==> config.mk <==
export PLATFORM = sky130hd
export DESIGN_NAME = dot_rsp_stage
export DESIGN_NICKNAME = d
export VERILOG_FILES = /design/src/rtl/delta_offset_table_top_macros.svh /design/src/rtl/dot_pkg.sv /design/src/rtl/dot_rsp_stage.sv
export SDC_FILE = /design/constraint.sdc
export NUM_CORES = 1
export LEC_CHECK = 0
export ABC_AREA = 1
export BUFFER_PORTS_ARGS = -buffer_cell sky130_fd_sc_hd__clkbuf_2
export CORE_UTILIZATION = 39
export CTS_CLUSTER_SIZE = 16
export DETAILED_ROUTE_END_ITERATION = 6
export PLACE_DENSITY = 0.76
export SKIP_CTS_REPAIR_TIMING = 1
export SYNTH_ARGS = -nofsm -noshare
export SYNTH_HDL_FRONTEND = slang
export SYNTH_SLANG_ARGS = --single-unit
==> constraint.sdc <==
create_clock -name clock -period 3.7 [get_ports clock]
set_input_delay 0.74 -clock clock [delete_from_list [all_inputs] [get_ports clock]]
set_output_delay 0.74 -clock clock [all_outputs]
set_load 0.02 [all_outputs]
==> src/rtl/delta_offset_table_top_macros.svh <==
// assertion helpers for delta_offset_table_top
`ifndef DELTA_OFFSET_TABLE_TOP_MACROS_SVH
`define DELTA_OFFSET_TABLE_TOP_MACROS_SVH

// checked only outside reset
`define DOT_ASSERT(lbl, prop, msg) \
   lbl: assert property (@(posedge clock) disable iff (reset) prop) else $error(msg);

// checked on every edge, reset included
`define DOT_ASSERT_ALWAYS(lbl, prop, msg) \
   lbl: assert property (@(posedge clock) prop) else $error(msg);

`endif

==> src/rtl/dot_pkg.sv <==
package dot_pkg;

   localparam int OFFSET_W  = 20;
   localparam int ENTRY_W   = 13;
   localparam int GAP_W     = 8;
   localparam int DEPTH_DEF = 4096;

   localparam logic [GAP_W-1:0] GAP_MAX = 8'd255;

   // actions
   localparam logic [1:0] ACT_CLEAR  = 2'd0;
   localparam logic [1:0] ACT_LOAD   = 2'd1;
   localparam logic [1:0] ACT_LOOKUP = 2'd2;

   // table modes
   localparam logic [1:0] TBL_EMPTY = 2'd0;
   localparam logic [1:0] TBL_IDENT = 2'd1;
   localparam logic [1:0] TBL_DELTA = 2'd2;

   // error codes
   localparam logic [1:0] ERR_NONE  = 2'd0;
   localparam logic [1:0] ERR_RANGE = 2'd1;
   localparam logic [1:0] ERR_FULL  = 2'd2;

   typedef struct packed {
      logic [1:0]          action;
      logic [OFFSET_W-1:0] value;
      logic                is_last;
      logic [OFFSET_W-1:0] buffer_length;
   } dot_req_type;

   typedef struct packed {
      logic [OFFSET_W-1:0] byte_offset;
      logic [ENTRY_W-1:0]  entry_count;
      logic [1:0]          table_mode;
      logic [1:0]          error;
   } dot_rsp_type;

   typedef struct packed {
      logic busy;
      logic res_valid;
   } dot_stat_type;

endpackage

==> src/rtl/dot_rsp_stage.sv <==
module dot_rsp_stage (
   input  logic                 clock,
   input  logic                 reset,
   input  logic                 push_valid,
   output logic                 push_ready,
   input  dot_pkg::dot_rsp_type push_data,
   output logic                 rsp_valid,
   input  logic                 rsp_stall,
   output dot_pkg::dot_rsp_type rsp
);
   import dot_pkg::*;

   logic        valid_ff, valid_in;
   dot_rsp_type data_ff, data_in;

   assign push_ready = !valid_ff || !rsp_stall;

   always_comb begin
      valid_in = valid_ff && rsp_stall;
      data_in  = data_ff;
      if (push_valid && push_ready) begin
         valid_in = 1'b1;
         data_in  = push_data;
      end
   end

   always_ff @(posedge clock) begin
      if (reset) begin
         valid_ff <= 1'b0;
      end else begin
         valid_ff <= valid_in;
      end
      data_ff <= data_in;
   end

   assign rsp_valid = valid_ff;
   assign rsp       = data_ff;

endmodule

==> impl_metrics.tcl, run 1 <==
set metrics [dict create \
    rsz0062_at_grt "no" \
    setup_viol 0 \
    crit_path_max_incr_delay_ns 0.16 \
    end_kind "primary output" \
    worstPathMaxFanout 2 \
    syn_area_per_cell_um2 27.5 \
    p_int_mw 0.604 \
    syn_nets 83 \
    fin_tns_setup_ns 0 \
    synthTopCellsByArea "edfxtp_1 (96%), dfxtp_1 (1.7%), a21oi_2 (0.76%), nand2_2 (0.54%), a21oi_1 (0.43%)" \
    start_kind "primary input" \
    cts_sinks 38 \
    reg2reg_slack_ns 2.08 \
    antenna_found_initial 0 \
    io_pins 80 \
    cts_tree "yes" \
    yosysTopAreaCell "edfxtp_1" \
    maxClockFrequency_mhz 547 \
    cts_buffers 5 \
    critPathKind "in2out" \
    yosysWarnings 0 \
    crit_family "buffers and inverters" \
    routed_wl_um 1950 \
    insertedDiodeCount 0 \
    cpMaxStageDelayCell "clkbuf_2" \
    vias 731 \
    max_cap_viol_count 0 \
    crit_top_cell "clkbuf_2" \
    clockBufferDepth 2 \
    core_um2 2780 \
    fp.dieW_um 56.4 \
    seqPwrFrac_pct 64.1 \
    die_area_um2 3180 \
    grt_usage_pct 13.5 \
    syn_inst 42 \
    io_buffers 79 \
    gp_congestion 0.704 \
    fillerInstances 217 \
    dp_hpwl_um 1480 \
    first_pass_iters 3 \
    grt_pass1_wl_um 3040 \
    fin_cells 160 \
    fp.dieH_um 56.4 \
    clock_skew_ns 0.00692 \
    drc_errors 0 \
    clkTransAtPathRegs_ns 0.10 \
    fin_nets 169 \
    path_cells "clkbuf_2, nand2_2, clkbuf_2" \
    combPwrFrac_pct 10.9 \
    yosysMostFrequentCell "edfxtp_1" \
    vdd_drop_max_uv 393 \
    min_period_ns 1.83 \
    hold_viol_final 0 \
    hp-class "reg2reg" \
    synth-edff-count 37 \
    avgViaCountPerCell 4.57 \
    wire_per_inst_um 12.2 \
    syn_area_um2 1150 \
    path_buf_inv 2 \
    power.density_nw_per_um2 480 \
    grt-ovfl-total 0 \
    run_status "completed" \
    max_slew_margin_pct 27.2 \
    yosysTopAreaCellShare_pct 96.2 \
    layout-drive-gt1-share_pct 69.0 \
    p_leak_nw 0.735 \
    clock_latency_ns 0.33 \
    async_flop_share_pct 0 \
    crit_required_ns 2.96 \
    htreeDepth 2 \
    power_switching_share_pct 24.0 \
    arrival_ns 1.09 \
    dp.cells 152 \
    grt_max_degree 38 \
    yosysSeqAreaShare_pct 97.9 \
    first_iter_violations 14 \
    clock_power_share_pct 25.0 \
    synthFlopType "edfxtp_1" \
    ys_types 6 \
    maxSlewViolCount 0 \
    grt_pass1_vias 729 \
    p_sw_mw 0.190 \
    finalCritPeriodShare_pct 49.4 \
    antenna_left 0 \
    start_util_pct 41.5 \
    worst_slew_pin_slew_ns 1.09 \
    synth_seq_cells 38 \
    num_rows 19 \
    cts_root_buf "clkbuf_4" \
    synthToLayoutAreaGrowth_pct 43.2 \
]
[cells in the final DEF (no fill, tap or decap), drive strengths merged]
cell type	n
a21oi	2
clkbuf	84
clkinv	2
clkinvlp	1
dfxtp	1
edfxtp	37
inv	1
nand2	1
[per-stage QoR]
| step | hold WS, ns | worst slack (ns) | power [mW] | utilization (%) | instance area (um^2) |
|---|---|---|---|---|---|
| finish | 0.540 | 1.87 | 0.794 | 59.5 | 1650 |
| global route | 0.540 | 1.84 | 0.826 | 59.5 | 1650 |
| CTS | 0.544 | 1.87 | 0.804 | 59.5 | 1650 |
| detailed placement | 0.528 | 1.55 | 0.608 | 57.5 | 1600 |
| global placement | 0.509 | 1.62 | 0.605 | 57.5 | 1600 |
| floorplan | 0.640 | 0.644 | 0.561 | - | 1150 |
[power by group through the flow]
| stage | Clock, mW | Sequential (mW) | Combinational (mW) |
|---|---|---|---|
| CTS | 0.206 | 0.509 | 0.0884 |
| detailed placement | 0 | 0.519 | 0.0883 |
| global route | 0.221 | 0.512 | 0.0927 |
| finish | 0.199 | 0.509 | 0.0867 |
| global placement | 0 | 0.518 | 0.0864 |
| floorplan | 0 | 0.552 | 0.00948 |
[path summary, 6_finish.rpt]
kind / from / to / depth (start not counted)
setup / recovery: rsp_stall / push_ready / 3
hold / removal: rsp_valid / rsp_valid / 2
setup reg to reg: rsp_valid / rsp[7] / 1
hold reg to reg: rsp_valid / rsp_valid / 2
[logic make-up (layout without fill, tap and decap cells)]
family / count (synthesis) / in the layout / synth area share (%)
AND/OR/NAND/NOR: 1 / 1 / 0.542
AO/OA/AOI/OAI: 2 / 2 / 1.19
flip-flops: 38 / 38 / 97.9
buffers and inverters: 1 / 88 / 0.325
[per-layer routing]
| layer | global-route usage [%] | routed length, um | vias to the layer above |
|---|---|---|---|
| met2 | 21.6 | 997 | 58 |
| li1 | - | - | 338 |
| met5 | 0 | 0 | - |
| met1 | 13.7 | 673 | 330 |
| met4 | 9.41 | 42 | 0 |
| met3 | 6.68 | 241 | 5 |
[sequential cells by signal, summed over array words and instances, names as in the netlist]
signal and count:
rsp_valid 1, rsp 37
[final cells by class]
type	count	area, um^2	area share (%)
Multi-Input combinational cell	3	31.3	1.89
Clock buffer	5	37.5	2.27
Timing Repair Buffer	79	395	23.9
Clock inverter	3	16.3	0.983
Tap cell	31	38.8	2.34
Sequential cell	38	1130	68.4
Inverter	1	3.75	0.227
Power figures use the tool's default switching activity.
==> run 2, diff against run 1 <==
- ABC_AREA: 1 -> 0
- CORE_UTILIZATION: 39 -> 35
- PLACE_DENSITY: 0.76 -> 0.73
- clock period: 3.7 -> 1.5 ns (I/O delays scaled with it)
==> run 2 against run 1 <==
Against the previous run:
- critical path type is now reg2out
- register-to-register slack worse by 1.8 ns
- first-iteration DRC count down 29%
- cell count up 8.1%
- sequential cell count unchanged
- highest routed layer unchanged
- synthesized cell count unchanged
==> impl_metrics.tcl, run 2 <==
set metrics [dict create \
    cts_root_buf "clkbuf_4" \
    max_slew_margin_pct 69.3 \
    first_pass_iters 2 \
    clkTransAtPathRegs_ns 0.11 \
    num_rows 20 \
    syn_area_um2 1150 \
    cts_buffers 5 \
    worstPathMaxFanout 3 \
    synthFlopType "edfxtp_1" \
    p_leak_nw 0.762 \
    timing.hold.ws_ns 0.118 \
    clock_skew_ns 0.00534 \
    cts_tree "yes" \
    synthTopCellsByArea "edfxtp_1 (97%), dfxtp_1 (1.7%), and2_1 (0.54%), a21oi_1 (0.44%), nand2_1 (0.33%)" \
    io_pins 80 \
    combPwrFrac_pct 9.1 \
    insertedDiodeCount 0 \
    syn_area_per_cell_um2 27.4 \
    min_period_ns 1.24 \
    crit_path_max_incr_delay_ns 0.37 \
    cts_sinks 38 \
    gp_congestion 0.703 \
    avgViaCountPerCell 4.13 \
    power.density_nw_per_um2 1370 \
    fp.dieH_um 59.3 \
    multi_input_area_um2 21.3 \
    fillerInstances 254 \
    ff2ff_path_depth 2 \
    routed_wl_um 2060 \
    max_cap_viol_count 0 \
    ys_types 6 \
    cpMaxStageDelayCell "dfxtp_1" \
    r2r_start "rsp_valid" \
    run_status "completed" \
    timing.rr.end "rsp[32]" \
    dp_hpwl_um 1530 \
    start_kind "flop" \
    htreeDepth 2 \
    io_buffers 79 \
    first_iter_violations 10 \
    async_flop_share_pct 0 \
    holdPathStages 2 \
    antenna_left 0 \
    synth_seq_cells 38 \
    core_um2 3080 \
    worst_slew_pin_slew_ns 0.460 \
    largest_reg_flops 37 \
    synthToLayoutAreaGrowth_pct 49.1 \
    vias 714 \
    critPathCapture "push_ready" \
    maxClockFrequency_mhz 805 \
    clockBufferDepth 2 \
    crit_required_ns 1.20 \
    seq_area_um2 1130 \
    die_area_um2 3520 \
    startpoint "rsp_valid" \
    reg2reg_slack_ns 0.27 \
    rsz0062_at_grt "no" \
    fin_tns_setup_ns 0 \
    end_kind "primary output" \
    fp.dieW_um 59.3 \
    hold_viol_final 0 \
    finalCritPeriodShare_pct 82.8 \
    yosysSeqAreaShare_pct 98.4 \
    grt_max_degree 38 \
    p_sw_mw 0.470 \
    yosysMostFrequentCell "edfxtp_1" \
    grt_pass1_wl_um 2950 \
    seqPwrFrac_pct 53.4 \
    syn_inst 42 \
    layout-drive-gt1-share_pct 68.2 \
    final_core_util_pct 55.7 \
    drc_errors 0 \
    fin_nets 169 \
    maxSlewViolCount 0 \
    power_switching_share_pct 20.0 \
    start_util_pct 37.4 \
    grt_usage_pct 12.8 \
    yosysWarnings 0 \
    p_int_mw 1.88 \
    layout_common_cells "clkbuf_2 (79), edfxtp_1 (37), clkbuf_4 (5), bufinv_16 (2)" \
    path_cells "nand2_1, clkbuf_2" \
    hp-class "in2reg" \
    synth-edff-count 37 \
    grt-ovfl-total 0 \
    syn_nets 83 \
    yosysTopAreaCellShare_pct 96.6 \
    arrival_ns 0.94 \
    clock_latency_ns 0.33 \
    final_common_cell "clkbuf_2" \
    yosysTopAreaCell "edfxtp_1" \
    critPathKind "reg2out" \
    vdd_drop_max_uv 793 \
    clock_power_share_pct 37.5 \
    min_from "reset" \
    grt_pass1_vias 658 \
    setup_viol 0 \
    antenna_found_initial 0 \
    wire_per_inst_um 11.9 \
]
## run 2: critical path, delay by kind of cell (launching register included)
| family | cells | cell delay [ns] |
|---|---|---|
| flip-flops | 1 | 0.37 |
| AND/OR/NAND/NOR | 1 | 0.08 |
| buffers and inverters | 1 | 0.16 |
## run 2: logic make-up after synthesis
group / Yosys count / share of synthesized area, %
flip-flops: 38 / 98.4
AO/OA/AOI/OAI: 1 / 0.435
AND/OR/NAND/NOR: 3 / 1.20
## run 2: worst min path at each step
stage and endpoint:
3_5_place_dp rsp_valid, 5_1_grt rsp_valid, 4_1_cts rsp_valid, 2_1_floorplan rsp_valid, 3_3_place_gp rsp_valid, 6_report rsp_valid
## run 2: layer usage
| layer | routed length, um | up-vias | GRT usage (%) |
|---|---|---|---|
| met5 | 0 | - | 0 |
| li1 | - | 338 | - |
| met3 | 303 | 6 | 9.17 |
| met1 | 688 | 315 | 12.0 |
| met2 | 1020 | 55 | 19.7 |
| met4 | 48 | 0 | 8.16 |
## run 2: final cells by class
cell class / instances / share of cell area, %
sequential: 38 / 66.0
timing repair buffer: 79 / 23.1
clock inverter: 2 / 3.50
tap: 44 / 3.21
clock buffer: 6 / 2.99
multi-input combinational: 4 / 1.24
## run 2: per-stage QoR
stage	area (um^2)	setup WS (ns)	cells	total power, mW
final	1710	0.257	173	2.35
after global routing	1710	0.190	173	2.43
after CTS	1710	0.248	173	2.37
after detailed placement	1600	0.202	165	1.50
after global placement	1600	0.252	165	1.49
after floorplan	1150	0.160	42	1.38
## run 2: power by group through the flow
stage	sequential [mW]	combinational, mW	clock [mW]
after CTS	1.26	0.218	0.899
after global placement	1.28	0.211	0
after global routing	1.26	0.229	0.939
final	1.25	0.214	0.881
after floorplan	1.36	0.0242	0
after detailed placement	1.28	0.218	0
==> run 3, diff against run 2 <==
- ABC_AREA: 0 -> 1
- CORE_UTILIZATION: 35 -> 39
- PLACE_DENSITY: 0.73 -> 0.76
- clock period: 1.5 -> 1.25 ns (I/O delays scaled with it)
==> run 3 against run 2 <==
Against the previous run:
- wire length fell by 1.9%
- setup slack got worse by 0.20 ns
- sequential share of layout area rose by 1.0 points
- cell count fell by 6.4%
- sequential cell count did not move
- non-clock buffer count rose by 2
- first-iteration DRC count rose by 40%
- via count rose by 1.5%
- sequential power rose by 20%
- critical path type unchanged
- largest cell class unchanged
- die area fell by 9.5%
- global-route usage rose by 1.8 points
- utilization rose by 5.2 points
==> impl_metrics.tcl, run 3 (synthesis gave the netlist of run 1 again) <==
set metrics [dict create \
    run_status "completed" \
    maxClockFrequency_mhz 841 \
    clockBufferDepth 2 \
    power.density_nw_per_um2 1390 \
    insertedDiodeCount 0 \
    final_common_cell "clkbuf_2" \
    timing.rr.end "rsp[24]" \
    combPwrFrac_pct 11.8 \
    layout-drive-gt1-share_pct 69.5 \
    clkTransAtPathRegs_ns 0.10 \
    path_cells "nand2_2, buf_2" \
    core_um2 2780 \
    drc_errors 0 \
    maxSlewViolCount 0 \
    start_kind "flop" \
    vdd_drop_max_uv 1050 \
    fillerInstances 217 \
    wire_per_inst_um 12.5 \
    num_rows 19 \
    vias 725 \
    hp-class "in2reg" \
    synthToLayoutAreaGrowth_pct 46.7 \
    min_period_ns 1.19 \
    layout_common_cells "clkbuf_2 (78), edfxtp_1 (37), clkbuf_4 (5), buf_12 (2)" \
    reg2reg_slack_ns 0.18 \
    cts_tree "yes" \
    io_buffers 79 \
    rsz0062_at_grt "no" \
    clock_skew_ns 0.00814 \
    start_util_pct 41.5 \
    grt_usage_pct 14.6 \
    cts_buffers 5 \
    fp.dieH_um 56.4 \
    setup_viol 0 \
    hold_viol_final 0 \
    clock_latency_ns 0.33 \
    holdPathStages 2 \
    crit_path_max_incr_delay_ns 0.37 \
    fp.dieW_um 56.4 \
    path_buf_inv 1 \
    power_switching_share_pct 23.3 \
    gp_congestion 0.732 \
    max_cap_viol_count 0 \
    p_leak_nw 0.754 \
    end_kind "primary output" \
    antenna_left 0 \
    p_sw_mw 0.548 \
    hold_end "rsp_valid" \
    antenna_found_initial 0 \
    multi_input_area_um2 31.3 \
    worst_slew_pin_slew_ns 0.195 \
    avgViaCountPerCell 4.48 \
    min_from "reset" \
    crit_family "flip-flops" \
    htreeDepth 2 \
    first_pass_iters 3 \
    largest_reg_flops 37 \
    max_slew_margin_pct 87.0 \
    cpMaxStageDelayCell "dfxtp_4" \
    seqPwrFrac_pct 64.0 \
    grt_pass1_vias 754 \
    grt_max_degree 24 \
    routed_wl_um 2020 \
    clock_power_share_pct 24.3 \
    cts_sinks 38 \
    fin_cells 162 \
    worstPathMaxFanout 3 \
    io_pins 80 \
    cts_root_buf "clkbuf_4" \
    crit_required_ns 1.00 \
    dp.cells 154 \
    p_int_mw 1.80 \
    grt_pass1_wl_um 3220 \
    die_area_um2 3180 \
    ff2ff_path_depth 2 \
    r2r_start "rsp_valid" \
    finalCritPeriodShare_pct 95.2 \
    fin_nets 171 \
    cp.depth 2 \
    first_iter_violations 14 \
    grt-ovfl-total 0 \
    arrival_ns 0.94 \
    seq_area_um2 1130 \
    final_core_util_pct 60.9 \
    dp_hpwl_um 1560 \
    critPathKind "reg2out" \
]
run 3: cell count changes in the layout (fill, tap and decap cells not counted), sizes merged:
cell / before / now
and2: 1 / 0
a21oi: 1 / 2
clkbuf: 85 / 84
buf: 0 / 3
clkinv: 0 / 2
nor2: 1 / 0
bufinv: 2 / 0
inv: 0 / 1
run 3: worst max path at each step:
stage / start / to / slack, ns
finish: rsp_valid / push_ready / 0.06
global route: rsp_valid / push_ready / 0.003
CTS: rsp_valid / push_ready / 0.03
detailed placement: rsp_stall / rsp[23] / 0.15
global placement: rsp_stall / rsp[29] / 0.16
floorplan: rsp_valid / rsp[0] / -0.18
run 3: worst reg2reg max path: stages (launching register included):
cell     delay, ns
dfxtp_4       0.37
a21oi_4       0.19
buf_12        0.20
run 3: per-layer routing:
| layer | vias to the layer above | GRT usage [%] | wire [um] |
|---|---|---|---|
| li1 | 343 | - | - |
| met4 | 0 | 10.1 | 57 |
| met3 | 7 | 11.1 | 306 |
| met2 | 58 | 21.6 | 927 |
| met1 | 317 | 13.9 | 728 |
| met5 | - | 0 | 0 |
run 3: power groups by stage:
stage | Clock [mW] | Combinational (mW) | Sequential (mW)
finish | 0.570 | 0.276 | 1.50
global route | 0.647 | 0.297 | 1.51
CTS | 0.604 | 0.281 | 1.51
detailed placement | 0 | 0.281 | 1.53
global placement | 0 | 0.275 | 1.53
floorplan | 0 | 0.0307 | 1.63
run 3: stage by stage:
step	setup WS, ns	power [mW]	area (um^2)	setup TNS, ns	hold slack, ns
2_1_floorplan	-0.185	1.66	1170	-6.84	0.303
5_1_grt	0.00288	2.46	1690	0	0.0300
6_report	0.0606	2.35	1690	0	0.0502
4_1_cts	0.0276	2.39	1690	0	0.0272
3_5_place_dp	0.146	1.82	1640	0	0.404
3_3_place_gp	0.165	1.81	1640	0	0.404
run 3: cell type report:
| class | count | area share, % |
|---|---|---|
| Clock buffer | 6 | 2.44 |
| Clock inverter | 2 | 0.517 |
| Inverter | 1 | 0.222 |
| Multi-Input combinational cell | 3 | 1.85 |
| Sequential cell | 38 | 67.0 |
| Tap cell | 31 | 2.29 |
| Timing Repair Buffer | 81 | 25.7 |
